--- src/sv/l2h_pkg.sv ---
`default_nettype none

package l2h_pkg;

    localparam logic [31:0] INIT_AB = 32'h9e3779b9;
    localparam logic [31:0] INIT_C  = 32'h9b9773e9;

    localparam int unsigned BLOCK_LEN = 12;
    localparam int unsigned BUF_DEPTH = BLOCK_LEN - 1;
    localparam int unsigned MIX_ROWS  = 9;

    typedef logic [3:0] pos_t;
    typedef logic [4:0] shamt_t;

    typedef enum logic [1:0] {
        MIX_A,
        MIX_B,
        MIX_C
    } mix_kind_t;

    typedef struct packed {
        logic [31:0] a;
        logic [31:0] b;
        logic [31:0] c;
    } words_t;

    // Work handed from the byte front end to the mixing pipeline.
    typedef struct packed {
        logic        blk;
        logic        fin;
        logic [31:0] blk_a;
        logic [31:0] blk_b;
        logic [31:0] blk_c;
        logic [31:0] tail_a;
        logic [31:0] tail_b;
        logic [31:0] tail_c;
        logic [31:0] length;
    } front_job_t;

    // Travels alongside the first mix so the finish step knows what to add.
    typedef struct packed {
        logic        blk;
        logic        fin;
        logic [31:0] tail_a;
        logic [31:0] tail_b;
        logic [31:0] c_add;
    } side_t;

    localparam words_t INIT_WORDS = '{a: INIT_AB, b: INIT_AB, c: INIT_C};

    localparam shamt_t MIX_SHIFT [MIX_ROWS] = '{
        5'd13, 5'd8, 5'd13, 5'd12, 5'd16, 5'd5, 5'd3, 5'd10, 5'd15
    };

    // One row of the mix: update a single word from the other two.
    function automatic words_t mix_row(words_t w, mix_kind_t kind, shamt_t sh);
        words_t r;
        r = w;
        unique case (kind)
            MIX_A:   r.a = (w.a - w.b - w.c) ^ (w.c >> sh);
            MIX_B:   r.b = (w.b - w.c - w.a) ^ (w.a << sh);
            MIX_C:   r.c = (w.c - w.a - w.b) ^ (w.b >> sh);
            default: r = w;
        endcase
        return r;
    endfunction

endpackage

`default_nettype wire

--- src/sv/l2h_mix.sv ---
`default_nettype none

module l2h_mix (
    input  logic             clk,
    input  logic             rst_n,
    input  logic             advance,
    input  logic             in_valid,
    input  l2h_pkg::words_t  in_words,
    output logic             out_valid,
    output l2h_pkg::words_t  out_words
);
    import l2h_pkg::*;

    logic   valid_reg  [MIX_ROWS];
    words_t words_reg  [MIX_ROWS];
    words_t words_next [MIX_ROWS];

    // One mix row per stage.
    for (genvar k = 0; k < MIX_ROWS; k++)
    begin : g_row
        localparam mix_kind_t KIND = mix_kind_t'(k % 3);
        logic   valid_prev;
        words_t words_prev;

        if (k == 0)
        begin : g_first
            assign valid_prev = in_valid;
            assign words_prev = in_words;
        end
        else
        begin : g_chain
            assign valid_prev = valid_reg[k-1];
            assign words_prev = words_reg[k-1];
        end

        assign words_next[k] = mix_row(words_prev, KIND, MIX_SHIFT[k]);

        always_ff @(posedge clk or negedge rst_n)
        begin
            if (!rst_n)
                valid_reg[k] <= 1'b0;
            else if (advance)
                valid_reg[k] <= valid_prev;
        end

        always_ff @(posedge clk)
        begin
            if (advance)
                words_reg[k] <= words_next[k];
        end
    end

    assign out_valid = valid_reg[MIX_ROWS-1];
    assign out_words = words_reg[MIX_ROWS-1];

endmodule

`default_nettype wire

--- config.mk ---
export PLATFORM = sky130hd
export DESIGN_NAME = l2h_mix
export DESIGN_NICKNAME = d
export VERILOG_FILES = /design/src/sv/l2h_pkg.sv /design/src/sv/l2h_mix.sv
export SDC_FILE = /design/constraint.sdc
export NUM_CORES = 2
export LEC_CHECK = 0
export ABC_AREA = 1
export CORE_ASPECT_RATIO = 1.75
export CORE_MARGIN = 2
export CORE_UTILIZATION = 30
export CTS_CLUSTER_SIZE = 24
export DETAILED_ROUTE_END_ITERATION = 8
export DONT_BUFFER_PORTS = 1
export PLACE_DENSITY = 0.56
export SKIP_CTS_REPAIR_TIMING = 1
export SLEW_MARGIN = 25
export SYNTH_ARGS = -nofsm -noshare
export SYNTH_HDL_FRONTEND = slang
export SYNTH_SLANG_ARGS = --single-unit
--- constraint.sdc ---
create_clock -name clk -period 6.9 [get_ports clk]
set_input_delay 2.07 -clock clk [delete_from_list [all_inputs] [get_ports clk]]
set_output_delay 2.07 -clock clk [all_outputs]
set_load 0.01 [all_outputs]
# ---- After elaboration in Yosys (flattened, before gate mapping)
# Memories as Yosys holds them, arrays and structs flattened.
# Cells that the tools add are included.
dict set report classes {
  addsub 18
  bitwise 9
  mux 2
}
# op n
set ops {}
lappend ops {{subtractor 32 bit} 18}
lappend ops {{XOR 32 bit} 3}
lappend ops {{XOR 32 x 19 -> 32 bit} 2}
lappend ops {{XOR 32 x 17 -> 32 bit} 1}
lappend ops {{XOR 32 x 20 -> 32 bit} 1}
lappend ops {{XOR 32 x 27 -> 32 bit} 1}
lappend ops {{XOR 32 x 29 -> 32 bit} 1}
lappend ops {{two-way mux 1 bit} 2}
dict set report totals {
  register_bits 9
  n_memories 1
  ramBits 864
}
# memory depth word_bits rd rd_clocked_by_memory_dff write_ports line
set memory_table {}
lappend memory_table {words_reg 9 96 9 0 9 l2h_mix.sv:15} ;# words_t words_reg [MIX_ROWS];

# ---- Longest topological paths before layout
dict set report depth {
  ltp_word 3
  depth_mapped 14
  mapped_depth_nobuf 14
}

# ---- Worst setup path before layout
# OpenSTA, ideal clock, no wires.
dict set report synth_timing {
  path_kind {in2reg}
  startpoint {in in_words[17] (netlist bit)}
  endpoint {mem words_reg[0][91] (netlist bit), data pin}
  cell_stages 13
  path_slack_ns 2.981
  path_buffers 0
  setup_time_ns 0.252
  arrival_time_ns 3.667
  t_required_ns 6.648
  path_cell_list {inv_1 fa_1 ha_1 nand2_1 inv_1 nand2_1 nand2_1 a21oi_1 nor2_1 nor2_1 nand2_1 nand2_1 nand2_1}
}
# element line
set synth_lines {}
lappend synth_lines {{start, declared} l2h_mix.sv:8} ;# input l2h_pkg::words_t in_words,
lappend synth_lines {{end, declared} l2h_mix.sv:15}

==> impl_metrics.yaml <==
status:
  run_status: "finished, final reports clean"
sta:
  rsz0062_at_grt: "false"
  clock.fmax_ghz: 0.212
  hold_viol: 0
  post-route-period-util_pct: 68.4
  finClkSkew_ps: 62.8
  fin_tns_setup_ps: 0
  whs_ps: 444
  tightest_slew_ps: 1220
  setup_viol: 0
  slew_headroom_pct: 18.9
  maxSlewViolCount: 0
  layout_setup_ws_ps: 2180
  period_needed_ps: 4720
setup_path:
  worst_setup_path_start_kind: "primary input"
  slowest_stage: "buf_16"
  reg2reg_to: "words_reg[0][507]"
  crit_path_max_fanout: 234
  timing.rr.start: "words_reg[0][440]"
  critPathKind: "in2reg"
  cp.arrival_ps: 5070
  r2r_cells: 10
  worstPathRequired_ps: 7250
  cp-end-kind: "register"
  timing.critical_path.buf_inv: 4
  cp_common_cell: "buf_16"
  cp_cell_sequence: "buf_16, buf_16, buf_16, buf_16"
  r2r_slack_ps: 3370
  crit_family: "buffers and inverters"
  crit_start: "advance"
  slowest_delay_ps: 810
drt:
  ant_nets: 0
  drt_pass1_iterations: 7
  avgRoutedWirePerCell_um: 21.1
  drc: 0
  first_iter_violations: 1514
  wirelength_um: 191000
  via_per_inst: 4.39
  vias: 39726
yosys:
  synthTopCellsByArea: "edfxtp_1 (45%), nand2_1 (13%), inv_1 (11%)"
  seq_area_frac_synth_pct: 45.8
  ys_types: 31
  yosysTopAreaCell: "edfxtp_1"
  synth-seq-cells: 873
  syn_inst: 6429
  syn_nets: 7099
  synth_area_per_cell_um2: 8.88
  synth_warnings: 0
  netlist.area_leader.share_pct: 45.4
  synth_area_mm2: 0.0571
floorplanning:
  start_util_pct: 30.2
  die_w_um: 334
  core_mm2: 0.189
  die_height_um: 581
  die_area_mm2: 0.194
  pin_count: 197
  rows: 211
cells_and_area:
  largest_reg_flops: 864
  nNetsFinal: 7201
  syn2layout_area_growth_pct: 11.4
  drive_gt1_share_pct: 3.16
place:
  globalplace.congestion: 0.914
  place_ws_ps: 2300
  dp_hpwl_um: 162000
  portBuffers: 0
clock_tree:
  clk_pin_slew_worst_paths_ps: 60
  clk_latency_ps: 770
  clk_path_buf_depth: 3
  tritoncts: "built"
  cts_sinks: 873
  numCtsBuffers: 95
  htree_levels: 3
  root_buffer: "clkbuf_16"
global_routing:
  grt_overflow: 0
  grtUsageTotal_pct: 19.8
  antenna_found_initial: 1
  grt_max_degree: 882
  grt_pass1_vias: 43198
  grt_first_pass_wirelength_um: 274000
worst_hold_path:
  hp-start: "words_reg[0][290]"
  hold_class: "reg2reg"
  min_delay_worst_endpoint: "words_reg[0][386]"
  holdPathStages: 0
flow_run:
  maxCapViolCount: 0
[final cells by class]
type                       count  area, µm²
fill                       19626     125000
sequential                   873      26200
multi-input combinational   3924      24800
inverter                    1630       6120
tap                         2449       3060
clock buffer                 109       2430
clock inverter                66        878
timing repair buffer           7        153
antenna                        1       2.50
[cell usage after synthesis, drive strengths merged]
master	count
nand2	1979
inv	1630
edfxtp	864
nor2	393
ha	297
fa	273
xor2	226
nand3	223
a21oi	196
xnor2	139
nor3	36
o21bai	35
nand4	31
o21ai	29
nand3b	27
or2	11
and2	9
dfrtp	9
a21o	6
a31oi	4
o21a	4
nor4	3
clkbuf	2
a21boi	1
and3	1
mux2	1
[how the worst max path moves through the flow]
stage / to / slack (ps) / cells after the start
5_1_grt: words_reg[0][94] / 1960 / 4
4_1_cts: words_reg[0][94] / 3100 / 10
3_5_place_dp: words_reg[0][83] / 2300 / 10
3_3_place_gp: words_reg[0][95] / 2300 / 13
2_1_floorplan: words_reg[0][91] / 2980 / 13
6_report: words_reg[0][61] / 2180 / 4
[cells in the final DEF (no fill, tap or decap), drive strengths merged, types with 9 or more instances in the layout]
master and n:
nand3 223, nand3b 27, fa 273, xor2 226
o21ai 29, ha 297, clkbuf 109, nand2 1979
nor3 36, dfrtp 9, and2 9, xnor2 139
inv 1639, edfxtp 864, nor2 393, a21oi 196
clkinv 36, nand4 31, or2 11, bufinv 14
o21bai 35
[logic make-up after synthesis]
family,share of synthesized area (%)
XOR/XNOR,5.60
buffers and inverters,10.7
AO/OA/AOI/OAI,2.69
flip-flops,45.8
adder cells (fa/ha/maj),16.1
multiplexers,0.0197
AND/OR/NAND/NOR,19.1
[routing by layer]
layer  up-vias  global-route usage (%)  wire [µm]
met5         -                       0          0
met1     18464                    14.1      51700
met2       857                    43.2     116000
li1      19904                       -          -
met3       501                    2.03       4310
met4         0                    16.9      19000
[metrics by stage]
| stage | utilization (%) | instance area [µm²] | std cells |
|---|---|---|---|
| after floorplan | - | 57100 | 6429 |
| after global placement | 31.8 | 60200 | 8878 |
| after detailed placement | 31.8 | 60200 | 8878 |
| after CTS | 33.6 | 63500 | 9053 |
| after global routing | 33.7 | 63600 | 9059 |
| final | 33.7 | 63600 | 9059 |
Power is left out: the tool's default activity adds up to more than one toggle a clock period on the data nets, which glitch-free logic cannot reach.
