$ cat src/sv/l2h_pkg.sv
`default_nettype none

package l2h_pkg;

    localparam logic [31:0] INIT_AB = 32'h9e3779b9;
    localparam logic [31:0] INIT_C  = 32'h9b9773e9;

    localparam int unsigned BLOCK_LEN = 12;
    localparam int unsigned BUF_DEPTH = BLOCK_LEN - 1;
    localparam int unsigned MIX_ROWS  = 9;

    typedef logic [3:0] pos_t;
    typedef logic [4:0] shamt_t;

    typedef enum logic [1:0] {
        MIX_A,
        MIX_B,
        MIX_C
    } mix_kind_t;

    typedef struct packed {
        logic [31:0] a;
        logic [31:0] b;
        logic [31:0] c;
    } words_t;

    // Work handed from the byte front end to the mixing pipeline.
    typedef struct packed {
        logic        blk;
        logic        fin;
        logic [31:0] blk_a;
        logic [31:0] blk_b;
        logic [31:0] blk_c;
        logic [31:0] tail_a;
        logic [31:0] tail_b;
        logic [31:0] tail_c;
        logic [31:0] length;
    } front_job_t;

    // Travels alongside the first mix so the finish step knows what to add.
    typedef struct packed {
        logic        blk;
        logic        fin;
        logic [31:0] tail_a;
        logic [31:0] tail_b;
        logic [31:0] c_add;
    } side_t;

    localparam words_t INIT_WORDS = '{a: INIT_AB, b: INIT_AB, c: INIT_C};

    localparam shamt_t MIX_SHIFT [MIX_ROWS] = '{
        5'd13, 5'd8, 5'd13, 5'd12, 5'd16, 5'd5, 5'd3, 5'd10, 5'd15
    };

    // One row of the mix: update a single word from the other two.
    function automatic words_t mix_row(words_t w, mix_kind_t kind, shamt_t sh);
        words_t r;
        r = w;
        unique case (kind)
            MIX_A:   r.a = (w.a - w.b - w.c) ^ (w.c >> sh);
            MIX_B:   r.b = (w.b - w.c - w.a) ^ (w.a << sh);
            MIX_C:   r.c = (w.c - w.a - w.b) ^ (w.b >> sh);
            default: r = w;
        endcase
        return r;
    endfunction

endpackage

`default_nettype wire

$ cat src/sv/l2h_front.sv
`default_nettype none

module l2h_front (
    input  logic                 clk,
    input  logic                 rst_n,
    input  logic                 advance,
    input  logic                 key_valid,
    input  logic [7:0]           data_byte,
    input  logic                 byte_present,
    input  logic                 is_last,
    output logic                 job_valid,
    output l2h_pkg::front_job_t  job
);
    import l2h_pkg::*;

    logic [7:0] buf_reg  [BUF_DEPTH];
    logic [7:0] buf_next [BUF_DEPTH];
    logic [7:0] tail_byte [BUF_DEPTH];
    pos_t        pos_reg, pos_next, pos_fill;
    logic [31:0] len_reg, len_next, len_fill;
    logic        accept;
    logic        blk_done;
    logic        job_valid_reg, job_valid_next;
    front_job_t  job_reg, job_next;

    always_comb
    begin
        accept   = key_valid && advance;
        blk_done = byte_present && (pos_reg == pos_t'(BUF_DEPTH));

        for (int i = 0; i < BUF_DEPTH; i++)
        begin
            buf_next[i] = (byte_present && !blk_done && pos_reg == pos_t'(i)) ?
                          data_byte : buf_reg[i];
        end

        if (!byte_present)
            pos_fill = pos_reg;
        else if (blk_done)
            pos_fill = '0;
        else
            pos_fill = pos_reg + pos_t'(1);

        len_fill = len_reg + 32'(byte_present);

        // Drop buffered bytes at or above the fill point: they are stale.
        for (int i = 0; i < BUF_DEPTH; i++)
        begin
            tail_byte[i] = (pos_t'(i) < pos_fill) ? buf_next[i] : 8'd0;
        end

        job_next.blk    = blk_done;
        job_next.fin    = is_last;
        job_next.blk_a  = {buf_reg[3], buf_reg[2], buf_reg[1], buf_reg[0]};
        job_next.blk_b  = {buf_reg[7], buf_reg[6], buf_reg[5], buf_reg[4]};
        job_next.blk_c  = {data_byte, buf_reg[10], buf_reg[9], buf_reg[8]};
        job_next.tail_a = {tail_byte[3], tail_byte[2], tail_byte[1], tail_byte[0]};
        job_next.tail_b = {tail_byte[7], tail_byte[6], tail_byte[5], tail_byte[4]};
        // Low byte of c is kept for the length.
        job_next.tail_c = {tail_byte[10], tail_byte[9], tail_byte[8], 8'd0};
        job_next.length = len_fill;

        pos_next       = is_last ? '0 : pos_fill;
        len_next       = is_last ? '0 : len_fill;
        job_valid_next = accept && (blk_done || is_last);
    end

    always_ff @(posedge clk or negedge rst_n)
    begin
        if (!rst_n)
        begin
            pos_reg       <= '0;
            len_reg       <= '0;
            job_valid_reg <= 1'b0;
        end
        else
        begin
            if (accept)
            begin
                pos_reg <= pos_next;
                len_reg <= len_next;
            end
            if (advance)
                job_valid_reg <= job_valid_next;
        end
    end

    always_ff @(posedge clk)
    begin
        if (accept)
        begin
            buf_reg <= buf_next;
            job_reg <= job_next;
        end
    end

    assign job_valid = job_valid_reg;
    assign job       = job_reg;

endmodule

`default_nettype wire

$ cat config.mk
export PLATFORM = sky130hd
export DESIGN_NAME = l2h_front
export DESIGN_NICKNAME = d
export VERILOG_FILES = /design/src/sv/l2h_pkg.sv /design/src/sv/l2h_front.sv
export SDC_FILE = /design/constraint.sdc
export NUM_CORES = 1
export LEC_CHECK = 0
export ABC_AREA = 1
export BUFFER_PORTS_ARGS = -buffer_cell sky130_fd_sc_hd__buf_2
export CAP_MARGIN = 30
export CORE_MARGIN = 1
export CORE_UTILIZATION = 30
export CTS_CLUSTER_DIAMETER = 150
export DETAILED_ROUTE_END_ITERATION = 12
export PLACE_DENSITY = 0.55
export SLEW_MARGIN = 15
export SYNTH_ARGS = -nofsm -noshare
export SYNTH_HDL_FRONTEND = slang
export SYNTH_SLANG_ARGS = --single-unit
$ cat constraint.sdc
create_clock -name clk -period 3.9 [get_ports clk]
set_input_delay 0 -clock clk [delete_from_list [all_inputs] [get_ports clk]]
set_output_delay 0 -clock clk [all_outputs]
set_load 0.02 [all_outputs]
# Word level (Yosys, flattened, before mapping)
# Index checks and enable logic that the tools add are counted.
dict set report word_totals {
  latchBits 0
  output_inout_bits 227
  ramBits 0
  rom_bits 0
  register_bits 343
  mem_count 0
  elab_cells 88
}
dict set report classes {
  shifts 0
  muxes 15
  n_lt_le_gt_ge 11
  n_div 0
  reduce_logical 18
  eq_ne 11
  bitwise 0
  mul 0
  add_sub_neg 2
}
# operator count
set ops {}
lappend ops {{8-bit 2-to-1 mux} 11}
lappend ops {{32-bit by 1-bit adder with 32-bit output} 1}
lappend ops {{32-bit 2-to-1 mux} 1}
lappend ops {{4-bit by 3-bit equality test with 1-bit output (second input constant)} 4}
lappend ops {{4-bit equality test (second input constant)} 4}
lappend ops {{3-bit by 4-bit less-than comparator with 1-bit output (first input constant)} 4}
lappend ops {{1-bit logical AND} 15}
lappend ops {{4-bit less-than comparator (first input constant)} 3}
lappend ops {{4-bit 2-to-1 mux} 3}
lappend ops {{4-bit by 2-bit equality test with 1-bit output (second input constant)} 2}
lappend ops {{1-bit by 4-bit less-than comparator with 1-bit output (first input constant)} 2}
lappend ops {{2-bit by 4-bit less-than comparator with 1-bit output (first input constant)} 2}
lappend ops {{4-bit by 1-bit adder with 4-bit output (second input constant)} 1}
lappend ops {{4-bit by 1-bit equality test with 1-bit output (second input constant)} 1}
lappend ops {{4-bit logical NOT} 1}
lappend ops {{1-bit logical NOT} 1}
lappend ops {{1-bit logical OR} 1}

# Logic depth before layout (Yosys ltp)
# Gate-level depths: netlist (run 1).
dict set report logic_depth {
  depth_word 6
  depth_mapped 12
  mapped_depth_nobuf 12
}

# Worst setup path before layout (run 1)
# Ideal clock, no wire load.
dict set report synth_path {
  path_type {input port to flip-flop}
  from {input key_valid}
  to {register len_reg[18]}
  path_slack_ns -5.747
  setup_time_ns 0.536
  arrival_ns 9.111
  stages 5
  n_path_buf 2
  path_cell_list {nand2_1 clkbuf_1 inv_1 clkbuf_1 o21ai_0}
}
dict set report synth_between {
  elab_chain_cells 1
}
# element line_no
set synth_rtl {}
lappend synth_rtl {{start, declared} l2h_front.sv:7} ;# input logic key_valid,
lappend synth_rtl {{1-bit logical AND} l2h_front.sv:28} ;# accept = key_valid && advance;
lappend synth_rtl {{via accept} l2h_front.sv:21} ;# logic accept;
lappend synth_rtl {{end signal, assigned} l2h_front.sv:81} ;# len_reg <= len_next;
lappend synth_rtl {{end, declared} l2h_front.sv:20} ;# logic [31:0] len_reg, len_next, len_fill;
# The timed path passes the listed nets, and every way through them passes these cells.
# A chain may end at the register's enable or synchronous reset.

# Final worst setup path (run 1)
dict set report layout_path {
  from {register pos_reg[1]}
  to {register job_reg, in the netlist job[119] (data pin)}
}
dict set report layout_between {
  elab_chain_cells 6
  elab_cells_between_ends 11
  classes_between {add/sub (1); order compare (1); eq/ne (2); mux (3); reduce/logical (4)}
}
# element line_no
set layout_rtl {}
lappend layout_rtl {{start, declared} l2h_front.sv:19} ;# pos_t pos_reg, pos_next, pos_fill;
lappend layout_rtl {{start signal, assigned} l2h_front.sv:80} ;# pos_reg <= pos_next;
lappend layout_rtl {{branches (longest 6 deep; another with 4-bit by 1-bit adder with 4-bit output)} -}
lappend layout_rtl {{end signal, assigned} l2h_front.sv:93} ;# job_reg <= job_next;
lappend layout_rtl {{end, declared} l2h_front.sv:24} ;# front_job_t job_reg, job_next;
# Several ways; the timed one is not identified.

==> reports/summary.log, run 1 <==
INFO  clocking       cts_tree=built
INFO  sta            rsz0062_at_grt=no
INFO  synthesis      syn_area_per_cell=11.7µm²
INFO  clocking       clk_path_buf_depth=3
INFO  floorplanning  die_h=215µm
INFO  setup_path     critical_path.reg2reg.endpoint=job[119]
INFO  run_status     outcome=complete, no violations
INFO  synthesis      synth.lib_cells_used.distinct=28
INFO  clocking       clkSinkCount=343
INFO  sta            worst_margin_pin_slew=0.734ns
INFO  global_routing number_of_antenna_violations_at_the_first_check_in_global_routing=0
INFO  setup_path     max_stage_delay=0.43ns
INFO  sta            max_slew_margin=51.0%
INFO  setup_path     crit_path_start_kind=flop
INFO  setup_path     crit_path_top_delay_cell=sky130_fd_sc_hd__dfrtp_1
INFO  synthesis      netlist_instances=1164
INFO  setup_path     worst_setup_path_end_kind=flop
INFO  sta            final_hold_viol_count=0
INFO  floorplanning  starting_utilization_of_the_core_area=30.6%
INFO  setup_path     timing.critical_path.required=4.21ns
INFO  final_layout   num_antenna_cells=0
INFO  final_layout   final_design_area_no_fill=16900µm²
INFO  setup_path     r2r_cells=10
INFO  synthesis      synthesis.yosys.warnings=0
INFO  setup_path     critical_path_arrival=2.64ns
INFO  setup_path     crit_path_max_fanout=12
INFO  synthesis      synth_sequential_area_ratio=74.0%
INFO  drt            antenna_nets_post_route=0
INFO  global_routing grt_overflow_total=0
INFO  final_layout   synth_to_layout_area_growth=23.9%
INFO  synthesis      synth.cell_area=13700µm²
INFO  clocking       clkTransAtPathRegs=0.06ns
INFO  clocking       cts_made_buffers=39
INFO  setup_path     r2r_start=pos_reg[1]
INFO  setup_path     reg2reg_setup_slack=1.57ns
INFO  global_routing first_global_vias=8421
INFO  global_routing maximum_number_of_pins_on_one_net_before_global_route_repair=93
INFO  final_layout   layout-drive-gt1-share=22.5%
INFO  final_layout   layout.cells.most_common=sky130_fd_sc_hd__edfxtp_1
INFO  power_and_ir_drop power.static_leakage=0.00739µW
INFO  setup_path     start_to_end_type_of_the_worst_setup_path=reg2reg
INFO  global_routing global_route.usage.total=14.3%
INFO  drt            dr_total_vias=8831
INFO  sta            tns=0ns
INFO  job            drv_cap=0
INFO  floorplanning  pin_count=241
INFO  drt            initialDrtViolationCount=785
INFO  setup_path     crit_chain=ha_1, nand2_1, inv_2, nand2_1, nand3_1, nand2_1, inv_2, nand2_2, nand2_1, inv_1
INFO  placed_design  placement.cell_area=15600µm²
INFO  sta            setup-violations-final=0
INFO  setup_path     endpoint=job[119]
INFO  final_layout   nNetsFinal=1461
INFO  clocking       clkLatencyLatePin=0.54ns
INFO  sta            min_tclk_post_route=2.33ns
INFO  global_routing gr-usage-met1=19.7%
INFO  setup_path     startpoint=pos_reg[1]
INFO  setup_path     critical-path-top-cell-by-count=sky130_fd_sc_hd__nand2_1
INFO  final_layout   largest_register_ffs=218
INFO  floorplanning  die_area=46400µm²
INFO  floorplanning  rows=77
INFO  sta            slew_violations=0
INFO  drt            postRouteWirelength=33400µm
INFO  min_path       hold_path_class=in2reg
INFO  global_routing globalRouteMet3Util=3.31%
INFO  power_and_ir_drop irDropWorstVdd=0.321mV
INFO  sta            timing.final.crit_share=59.8%
INFO  clocking       cts_post_setup_buffers_inserted=0
INFO  drt            post_drt_wl_per_cell=16.2µm
INFO  synthesis      ys_seq_elements=343
INFO  drt            via_per_inst=4.30
INFO  floorplanning  core_region_area=44600µm²
INFO  global_routing global_route.peak_usage_layer=met2
INFO  final_layout   most-common-layout-cells=sky130_fd_sc_hd__edfxtp_1, sky130_fd_sc_hd__nand2_1, sky130_fd_sc_hd__buf_2
INFO  clocking       htree_num_levels=2
INFO  drt            drcViolationCount=0
INFO  placed_design  gp_routability_congestion=0.888
INFO  power_and_ir_drop power_density=496nW/µm²
INFO  sta            worst_clock_skew=0.0184ns
INFO  global_routing wire_length_of_the_first_global_routing_pass=50200µm
INFO  placed_design  dp.final_hpwl=22800µm
INFO  sta            top_achievable_clock_speed=429MHz
INFO  drt            detailedRoute.firstPassIterationCount=6
INFO  clocking       clock-root-buffer=sky130_fd_sc_hd__clkbuf_16
INFO  floorplanning  die_w=215µm
INFO  global_routing global_route.usage.met2=22.2%
INFO  placed_design  buffer_ports.inserted=232
[Yosys cell counts]
| cell type | n | area, µm² |
|---|---|---|
| sky130_fd_sc_hd__nand4_2 | 1 | 12.5 |
| sky130_fd_sc_hd__nor2_1 | 115 | 432 |
| sky130_fd_sc_hd__nand2_1 | 293 | 1100 |
| sky130_fd_sc_hd__buf_4 | 10 | 75.1 |
| sky130_fd_sc_hd__clkinv_1 | 1 | 3.75 |
| sky130_fd_sc_hd__o21ai_2 | 2 | 17.5 |
| sky130_fd_sc_hd__nand4_1 | 8 | 50.1 |
| sky130_fd_sc_hd__inv_2 | 6 | 22.5 |
| sky130_fd_sc_hd__nand2_2 | 3 | 18.8 |
| sky130_fd_sc_hd__nor2_4 | 2 | 22.5 |
| sky130_fd_sc_hd__edfxtp_1 | 306 | 9190 |
| sky130_fd_sc_hd__clkbuf_1 | 10 | 37.5 |
| sky130_fd_sc_hd__dfrtp_1 | 37 | 926 |
| sky130_fd_sc_hd__nand3b_1 | 5 | 37.5 |
| sky130_fd_sc_hd__o21ai_1 | 8 | 40.0 |
| sky130_fd_sc_hd__or2_2 | 8 | 50.1 |
| sky130_fd_sc_hd__nor2_2 | 7 | 43.8 |
| sky130_fd_sc_hd__buf_2 | 7 | 35.0 |
| sky130_fd_sc_hd__ha_1 | 7 | 87.6 |
| sky130_fd_sc_hd__o21ai_0 | 89 | 445 |
| sky130_fd_sc_hd__inv_1 | 195 | 732 |
| sky130_fd_sc_hd__xnor2_1 | 1 | 8.76 |
| sky130_fd_sc_hd__o22ai_1 | 8 | 50.1 |
| sky130_fd_sc_hd__nand3_1 | 17 | 85.1 |
| sky130_fd_sc_hd__conb_1 | 1 | 3.75 |
| sky130_fd_sc_hd__xor2_1 | 12 | 105 |
| sky130_fd_sc_hd__a22o_1 | 3 | 26.3 |
| sky130_fd_sc_hd__and2_1 | 2 | 12.5 |
[cell type report]
| class | instances | area, µm² |
|---|---|---|
| Inverter | 202 | 766 |
| Clock buffer | 45 | 998 |
| Fill cell | 4360 | 27700 |
| Multi-Input combinational cell | 599 | 2680 |
| Tap cell | 592 | 741 |
| Sequential cell | 343 | 10100 |
| Clock inverter | 20 | 196 |
| Timing Repair Buffer | 255 | 1440 |
[kinds of logic after synthesis]
kind of cell	after synthesis	synth area share [%]
AOI/OAI and AO/OA	110	4.24
xor gates and xnor gates	13	0.833
adders and majority gates	7	0.641
buffers and inverters	229	6.63
DFF	343	74.0
other	1	0.0274
and+or+nand+nor	461	13.6
[report_power, final]
group	leakage, µW	switching [µW]	internal [µW]
clock network	0.000590	1490	1980
registers	0.00339	67.0	4200
logic	0.00342	483	177
total	0.00739	2040	6370
[critical path: cells and delay by family (launching register included)]
| kind | cells | cell delay (ns) |
|---|---|---|
| flip-flops | 1 | 0.43 |
| adder cells (fa/ha/maj) | 1 | 0.19 |
| buffers and inverters | 3 | 0.40 |
| AND/OR/NAND/NOR | 6 | 1.07 |
[how the worst min path moves through the flow]
stage	from	slack [ns]	depth (start not counted)	to
2_1_floorplan	rst_n	-0.30	0	job_valid
3_3_place_gp	rst_n	0.19	1	len_reg[22]
3_5_place_dp	rst_n	0.19	1	len_reg[22]
4_1_cts	key_valid	0.02	4	len_reg[8]
5_1_grt	key_valid	0.06	4	len_reg[7]
6_report	key_valid	0.05	4	len_reg[9]
[repair_timing]
item                      4_1_cts  5_1_grt
hold endpoints to repair       47        6
resized for setup               0        0
hold buffers                   12        1
[routing by layer]
| metal | vias to the layer above | wire, µm |
|---|---|---|
| li1 | 4347 | - |
| met1 | 4164 | 15500 |
| met2 | 268 | 15200 |
| met3 | 52 | 1900 |
| met4 | 0 | 731 |
| met5 | - | 0 |
[per-stage QoR]
stage	hold slack, ns	utilization (%)	total power, µW	worst slack [ns]	cells
after floorplan	-0.296	-	4740	0.864	1171
after global placement	0.187	34.9	4990	1.65	1977
after detailed placement	0.191	34.9	5000	1.54	1977
after CTS	0.0208	37.9	8520	1.54	2054
after global routing	0.0574	38.0	8700	1.30	2056
final	0.0506	38.0	8400	1.57	2056
Power figures use the tool's default switching activity.
==> run 2: changes to the inputs <==
--- a/config.mk
+++ b/config.mk
@@ -12,7 +12,7 @@
 export CORE_UTILIZATION = 30
 export CTS_CLUSTER_DIAMETER = 150
 export DETAILED_ROUTE_END_ITERATION = 12
-export PLACE_DENSITY = 0.55
+export PLACE_DENSITY = 0.57
 export SLEW_MARGIN = 15
 export SYNTH_ARGS = -nofsm -noshare
 export SYNTH_HDL_FRONTEND = slang
==> constraint.sdc (replaced) <==
create_clock -name clk -period 1.88 [get_ports clk]
set_input_delay 0 -clock clk [delete_from_list [all_inputs] [get_ports clk]]
set_output_delay 0 -clock clk [all_outputs]
set_load 0.02 [all_outputs]
==> run 2 against run 1 <==
Net effect:
- utilization grew 0.94 points
- largest cell class unchanged
- sequential share of layout area shrank 1.4 points
- die area is the same
- sequential cell count is the same
- global-route usage shrank 0.096 points
- first-iteration DRC count shrank 9.0%
- sequential power grew 110%
- combinational power grew 130%
- hold slack gained 0.0094 ns
- cell count grew 1.8%
- highest routed layer unchanged
==> reports/summary.log, run 2 (synthesis results as in run 1) <==
INFO  clocking       clock-root-buffer=sky130_fd_sc_hd__clkbuf_16
INFO  drt            detailedRoute.firstPassIterationCount=5 [-1]
INFO  final_layout   layout.core_utilization=38.9% [+0.94 points]
INFO  drt            via_per_inst=4.32 [+0.50%]
INFO  global_routing globalRouteMet3Util=2.85% [-0.47 points]
INFO  final_layout   nNetsFinal=1493 [+2.2%]
INFO  global_routing number_of_antenna_violations_at_the_first_check_in_global_routing=2 [+2]
INFO  floorplanning  die_h=215µm [unchanged]
INFO  job            drv_cap=0 [unchanged]
INFO  final_layout   largest_register_ffs=218 [unchanged]
INFO  final_layout   synth_to_layout_area_growth=26.9%
INFO  placed_design  buffer_ports.inserted=232 [unchanged]
INFO  floorplanning  pin_count=241 [unchanged]
INFO  setup_path     worst_setup_path_end_kind=flop
INFO  global_routing global_route.usage.met2=22.4% [+0.19 points]
INFO  floorplanning  core_region_area=44600µm² [unchanged]
INFO  setup_path     crit_path_start_kind=flop
INFO  clocking       clkSinkCount=343 [unchanged]
INFO  setup_path     r2r_start=pos_reg[0]
INFO  floorplanning  rows=77 [unchanged]
INFO  power_and_ir_drop power.static_leakage=0.00758µW [+2.5%]
INFO  final_layout   layout.cells.most_common=sky130_fd_sc_hd__edfxtp_1
INFO  clocking       cts_tree=built
INFO  placed_design  placement.cell_area=15900µm² [+2.1%]
INFO  drt            dr_total_vias=9035 [+2.3%]
INFO  drt            postRouteWirelength=33100µm [-0.66%]
INFO  clocking       cts_made_buffers=39 [unchanged]
INFO  sta            rsz0062_at_grt=yes
INFO  global_routing global_route.peak_usage_layer=met2
INFO  drt            post_drt_wl_per_cell=15.8µm [-2.4%]
INFO  run_status     outcome=complete, no violations
INFO  final_layout   layout-drive-gt1-share=25.3% [+2.8 points]
INFO  sta            top_achievable_clock_speed=568MHz [+32%]
INFO  global_routing wire_length_of_the_first_global_routing_pass=49900µm [-0.58%]
INFO  power_and_ir_drop power_density=1010nW/µm² [+100%]
INFO  setup_path     critical_path.reg2reg.endpoint=job[50]
INFO  final_layout   num_antenna_cells=0 [unchanged]
INFO  drt            drcViolationCount=0 [unchanged]
INFO  sta            setup-violations-final=0 [unchanged]
INFO  placed_design  detailedPlace.worstSlack=0.00693ns [-1.54 ns]
INFO  sta            worst_clock_skew=0.0192ns [+0.000797 ns]
INFO  min_path       hold_path_class=in2async
INFO  clocking       htree_num_levels=2 [unchanged]
INFO  sta            worst_margin_pin_slew=0.527ns [-0.207 ns]
INFO  setup_path     start_to_end_type_of_the_worst_setup_path=reg2reg
INFO  floorplanning  starting_utilization_of_the_core_area=30.6% [unchanged]
INFO  sta            worst_slack_setup_final=0.119ns [-1.45 ns]
INFO  sta            timing.final.crit_share=93.7% [+34 points]
INFO  clocking       clk_path_buf_depth=3 [unchanged]
INFO  setup_path     critical_path_arrival=2.06ns [-0.58 ns]
INFO  global_routing first_global_vias=8486 [+0.77%]
INFO  setup_path     crit_path_max_fanout=8 [-4]
INFO  sta            min_tclk_post_route=1.76ns [-0.570 ns]
INFO  final_layout   most-common-layout-cells=sky130_fd_sc_hd__edfxtp_1, sky130_fd_sc_hd__nand2_1, sky130_fd_sc_hd__buf_2
INFO  sta            max_slew_margin=64.9% [+14 points]
INFO  setup_path     r2r_cells=10 [unchanged]
INFO  global_routing maximum_number_of_pins_on_one_net_before_global_route_repair=74 [-20%]
INFO  drt            antenna_nets_post_route=0 [unchanged]
INFO  placed_design  placedCellCount=2008 [+1.6%]
INFO  sta            slew_violations=0 [unchanged]
INFO  placed_design  dp.final_hpwl=22600µm [-0.79%]
INFO  floorplanning  die_w=215µm [unchanged]
INFO  setup_path     timing.critical_path.required=2.18ns [-2.03 ns]
INFO  placed_design  gp_routability_congestion=0.860 [-3.3%]
INFO  setup_path     reg2reg_setup_slack=0.12ns [-1.45 ns]
INFO  clocking       clkLatencyLatePin=0.55ns [about the same]
INFO  final_layout   final_design_area_no_fill=17400µm² [+2.5%]
INFO  global_routing grt_overflow_total=0 [unchanged]
INFO  global_routing global_route.usage.total=14.2% [-0.096 points]
INFO  floorplanning  die_area=46400µm² [unchanged]
INFO  clocking       clkTransAtPathRegs=0.06ns [about the same]
INFO  power_and_ir_drop irDropWorstVdd=0.510mV [+59%]
INFO  final_layout   number_of_non_filler_instances_in_the_completed_layout=2093 [+1.8%]
INFO  drt            initialDrtViolationCount=714 [-9.0%]
INFO  global_routing gr-usage-met1=19.2% [-0.53 points]
INFO  sta            final_hold_viol_count=0 [unchanged]
## run 2: cell types whose count changed in the layout (fill, tap and decap cells not counted), sizes merged
cell and delta:
buf +33, clkinv +2, clkinvlp +5, dlygate4sd3 -1, inv -2
## run 2: what timing repair did
item	CTS	global route
resized for setup	1	26
pin swaps	0	3
endpoints found under the setup margin	1	104
hold buffers	12	0
hold endpoints to repair	79	0
buffers inserted	0	3
## run 2: report_power, final
group / internal [µW] / total [µW] / switching [µW]
clock network: 4150 / 7190 / 3050
logic: 458 / 1490 / 1030
registers: 8720 / 8860 / 137
## run 2: critical path, cell delays in order, from the launching register on
cell                      delay [ns]
sky130_fd_sc_hd__dfrtp_1        0.40
sky130_fd_sc_hd__inv_2          0.05
sky130_fd_sc_hd__ha_1           0.28
sky130_fd_sc_hd__inv_1          0.05
sky130_fd_sc_hd__nand2_1        0.06
sky130_fd_sc_hd__o21ai_2        0.08
sky130_fd_sc_hd__inv_2          0.07
sky130_fd_sc_hd__buf_4          0.13
sky130_fd_sc_hd__o21ai_2        0.16
sky130_fd_sc_hd__buf_6          0.17
sky130_fd_sc_hd__nor2_1         0.06
## run 2: per-layer routing
layer,routed length [µm],vias up
met1,14800,4261
met3,2320,47
met4,713,0
li1,-,4415
met5,0,-
met2,15300,312
## run 2: layout make-up
class | count | area, µm²
Inverter | 202 | 766
Tap cell | 592 | 741
Multi-Input combinational cell | 599 | 2740
Clock buffer | 45 | 1010
Sequential cell | 343 | 10100
Timing Repair Buffer | 287 | 1770
Clock inverter | 25 | 206
Fill cell | 4322 | 27300
## run 2: through the flow
step	hold slack [ns]	total power [µW]	setup TNS, ns
floorplan	-0.296	9820	0
global placement	0.105	10500	0
detailed placement	0.102	10500	0
CTS	0.0287	17800	0
global route	0.0859	18200	-0.0597
finish	0.0601	17500	0
## run 2: worst max path at each step
stage	start	to	slack [ns]	cells after the start
2_1_floorplan	pos_reg[0]	job[64]	0.01	12
3_3_place_gp	pos_reg[0]	job[50]	0.04	10
3_5_place_dp	pos_reg[0]	job[49]	0.007	10
4_1_cts	pos_reg[0]	job[50]	0.02	10
5_1_grt	pos_reg[1]	job[50]	-0.01	10
6_report	pos_reg[0]	job[50]	0.12	10
==> run 3: changes to the inputs <==
--- a/config.mk
+++ b/config.mk
@@ -10,6 +10,7 @@
 export CAP_MARGIN = 30
 export CORE_MARGIN = 1
 export CORE_UTILIZATION = 30
+export CTS_BUF_LIST = sky130_fd_sc_hd__clkbuf_4
 export CTS_CLUSTER_DIAMETER = 150
 export DETAILED_ROUTE_END_ITERATION = 12
 export PLACE_DENSITY = 0.57
==> run 3 against run 2 <==
Net effect:
- non-clock buffer count increased by 6
- register-to-register slack got worse by 0.04 ns
- sequential share of layout area decreased by 0.28 points
- critical path depth unchanged
- fmax decreased by 2.1%
- hold slack improved by 0.066 ns
- utilization increased by 0.19 points
- critical path type unchanged
- largest cell class unchanged
==> reports/summary.log, run 3 (synthesis results as in run 1) <==
INFO  clocking       clk_path_buf_depth=3 [unchanged]
INFO  sta            max_slew_margin=64.4% [-0.45 points]
INFO  final_layout   layout.cells.most_common=sky130_fd_sc_hd__edfxtp_1
INFO  setup_path     crit_path_start_kind=flop
INFO  sta            slew_violations=0 [unchanged]
INFO  floorplanning  die_h=215µm [unchanged]
INFO  drt            antenna_nets_post_route=0 [unchanged]
INFO  setup_path     max_stage_delay=0.39ns [about the same]
INFO  setup_path     start_to_end_type_of_the_worst_setup_path=reg2reg
INFO  placed_design  placement.cell_area=15900µm² [unchanged]
INFO  clocking       clkTransAtPathRegs=0.07ns [about the same]
INFO  sta            timing.final.crit_share=95.7% [+2.1 points]
INFO  final_layout   n_fill_cell=4366 [+1.0%]
INFO  sta            worst_clock_skew=0.0457ns [+0.0265 ns]
INFO  global_routing first_global_vias=8943 [+5.4%]
INFO  global_routing maximum_number_of_pins_on_one_net_before_global_route_repair=74 [unchanged]
INFO  final_layout   largest_register_ffs=218 [unchanged]
INFO  sta            setup-violations-final=0 [unchanged]
INFO  final_layout   final_design_area_no_fill=17400µm² [+0.49%]
INFO  drt            drcViolationCount=0 [unchanged]
INFO  final_layout   seq_area=10100µm² [unchanged]
INFO  placed_design  gp_routability_congestion=0.860 [unchanged]
INFO  global_routing number_of_antenna_violations_at_the_first_check_in_global_routing=2 [unchanged]
INFO  power_and_ir_drop irDropWorstVdd=0.404mV [-21%]
INFO  final_layout   layout-drive-gt1-share=30.0% [+4.6 points]
INFO  drt            detailedRoute.firstPassIterationCount=7 [+2]
INFO  power_and_ir_drop p_switching=4260µW [+1.2%]
INFO  setup_path     crit_path_max_fanout=8 [unchanged]
INFO  clocking       clkLatencyLatePin=0.77ns [+0.22 ns]
INFO  final_layout   most-common-layout-cells=sky130_fd_sc_hd__edfxtp_1, sky130_fd_sc_hd__nand2_1, sky130_fd_sc_hd__buf_2
INFO  global_routing wire_length_of_the_first_global_routing_pass=50700µm [+1.7%]
INFO  setup_path     r2r_cells=10 [unchanged]
INFO  placed_design  dp.final_hpwl=22600µm [unchanged]
INFO  power_and_ir_drop power.static_leakage=0.00774µW [+2.1%]
INFO  sta            min_tclk_post_route=1.80ns [+0.0387 ns]
INFO  final_layout   synth_to_layout_area_growth=27.6%
INFO  setup_path     crit_path_top_delay_cell=sky130_fd_sc_hd__dfrtp_1
INFO  sta            rsz0062_at_grt=yes
INFO  min_path       min_path_cells=4
INFO  sta            top_achievable_clock_speed=556MHz [-2.1%]
INFO  clocking       cts_tree=built
INFO  sta            worst_margin_pin_slew=0.534ns [+0.00677 ns]
INFO  power_and_ir_drop combinational_share_of_power=8.9% [+0.4 points]
INFO  floorplanning  core_region_area=44600µm² [unchanged]
INFO  final_layout   layout.core_utilization=39.1% [+0.19 points]
INFO  floorplanning  pin_count=241 [unchanged]
INFO  sta            tns=0ns [unchanged]
INFO  sta            final_hold_viol_count=0 [unchanged]
INFO  clocking       clkSinkCount=343 [unchanged]
INFO  drt            dr_total_vias=9397 [+4.0%]
INFO  power_and_ir_drop switching_share=25.1% [+1.1 points]
INFO  setup_path     worst_setup_path_end_kind=flop
INFO  floorplanning  die_area=46400µm² [unchanged]
INFO  setup_path     crit_chain=inv_1, ha_1, inv_1, nand2_1, o21ai_2, buf_4, nand2_1, nor2_2, buf_12, nor2_1
INFO  placed_design  buffer_ports.inserted=232 [unchanged]
INFO  power_and_ir_drop power_density=975nW/µm² [-3.6%]
INFO  floorplanning  rows=77 [unchanged]
INFO  min_path       hold_path_class=in2reg
INFO  power_and_ir_drop part_of_the_total_power_dissipated_in_the_clock_network=39.0% [-2.0 points]
INFO  drt            post_drt_wl_per_cell=15.4µm [-2.7%]
INFO  drt            postRouteWirelength=33800µm [+2.0%]
INFO  clocking       htree_num_levels=3 [+1]
INFO  final_layout   nNetsFinal=1553 [+4.0%]
INFO  power_and_ir_drop internal_power=12700µW [-4.5%]
INFO  setup_path     timing.critical_path.required=2.37ns [+0.19 ns]
INFO  clocking       cts_made_buffers=93 [+140%]
INFO  final_layout   multi_input_area=2780µm² [+1.3%]
INFO  sta            final.hold.worst_slack=0.126ns [+0.0657 ns]
INFO  floorplanning  die_w=215µm [unchanged]
INFO  drt            initialDrtViolationCount=683 [-4.3%]
INFO  job            drv_cap=0 [unchanged]
INFO  global_routing global_route.usage.total=14.5% [+0.32 points]
INFO  setup_path     critical_path_arrival=2.29ns [+0.23 ns]
INFO  power_and_ir_drop p_total=17000µW [-3.1%]
INFO  floorplanning  starting_utilization_of_the_core_area=30.6% [unchanged]
INFO  clocking       clock-root-buffer=sky130_fd_sc_hd__clkbuf_4
INFO  drt            via_per_inst=4.28 [-0.83%]
INFO  global_routing grt_overflow_total=0 [unchanged]
INFO  run_status     outcome=complete, no violations
INFO  power_and_ir_drop power.sequential.fraction=52.1% [+1.6 points]
## run 3: cell types whose count changed in the layout (fill, tap and decap cells not counted), moves of 4 or more
cell                            change
sky130_fd_sc_hd__o21ai_0           -12
sky130_fd_sc_hd__clkinv_2           +6
sky130_fd_sc_hd__clkbuf_16         -39
sky130_fd_sc_hd__o21ai_1            +9
sky130_fd_sc_hd__clkinv_1           +5
sky130_fd_sc_hd__dlygate4sd3_1      +4
sky130_fd_sc_hd__clkbuf_4         +133
sky130_fd_sc_hd__clkbuf_1           -5
## run 3: path summary, 6_finish.rpt
path	start	end	slack (ns)
max reg2reg	pos_reg[0]	job[102]	0.08
max in group asynchronous	rst_n	pos_reg[2]	1.11
min reg2reg	buf_reg[62]	job[222]	0.42
min	is_last	job_valid	0.13
min in group asynchronous	rst_n	len_reg[14]	0.36
max	pos_reg[0]	job[102]	0.08
## run 3: power groups by stage
stage	sequential (µW)	combinational, µW	clock, µW
finish	8860	1510	6630
global route	8880	1660	7290
CTS	8860	1490	6940
detailed placement	9010	1460	0
global placement	9010	1440	0
floorplan	9270	555	0
## run 3: worst max-delay path, delay by kind of cell, from the launching register on
| kind | cells | cell delay [ns] |
|---|---|---|
| flops | 1 | 0.39 |
| compound gates | 1 | 0.08 |
| simple gates | 4 | 0.32 |
| fa+ha+maj | 1 | 0.29 |
| buf+inv | 4 | 0.44 |
## run 3: final cells by class
cell class	instances	share of cell area, %
inverter	202	4.44
sequential	343	58.0
clock buffer	133	5.73
antenna	1	0.0144
timing repair buffer	293	10.5
tap	592	4.25
multi-input combinational	599	15.9
clock inverter	32	1.14
## run 3: what timing repair did
action / in CTS / in global routing
hold endpoints to repair: 275 / 0
pin swaps: 0 / 4
resized for setup: 2 / 46
setup endpoints to repair: 8 / 103
buffers inserted: 0 / 5
hold buffers: 16 / 0
## run 3: routing by layer
metal / vias to the layer above / global-route usage [%] / wire [µm]
li1: 4608 / - / -
met1: 4401 / 18.9 / 15100
met2: 332 / 22.6 / 15600
met3: 56 / 4.03 / 2390
met4: 0 / 5.98 / 692
met5: - / 0 / 0
## run 3: through the flow
step | worst slack (ns) | instances
2_1_floorplan | 0.0104 | 1171
4_1_cts | 0.00102 | 2189
3_5_place_dp | 0.00693 | 2008
5_1_grt | -0.0334 | 2195
3_3_place_gp | 0.0367 | 2008
6_report | 0.0802 | 2195
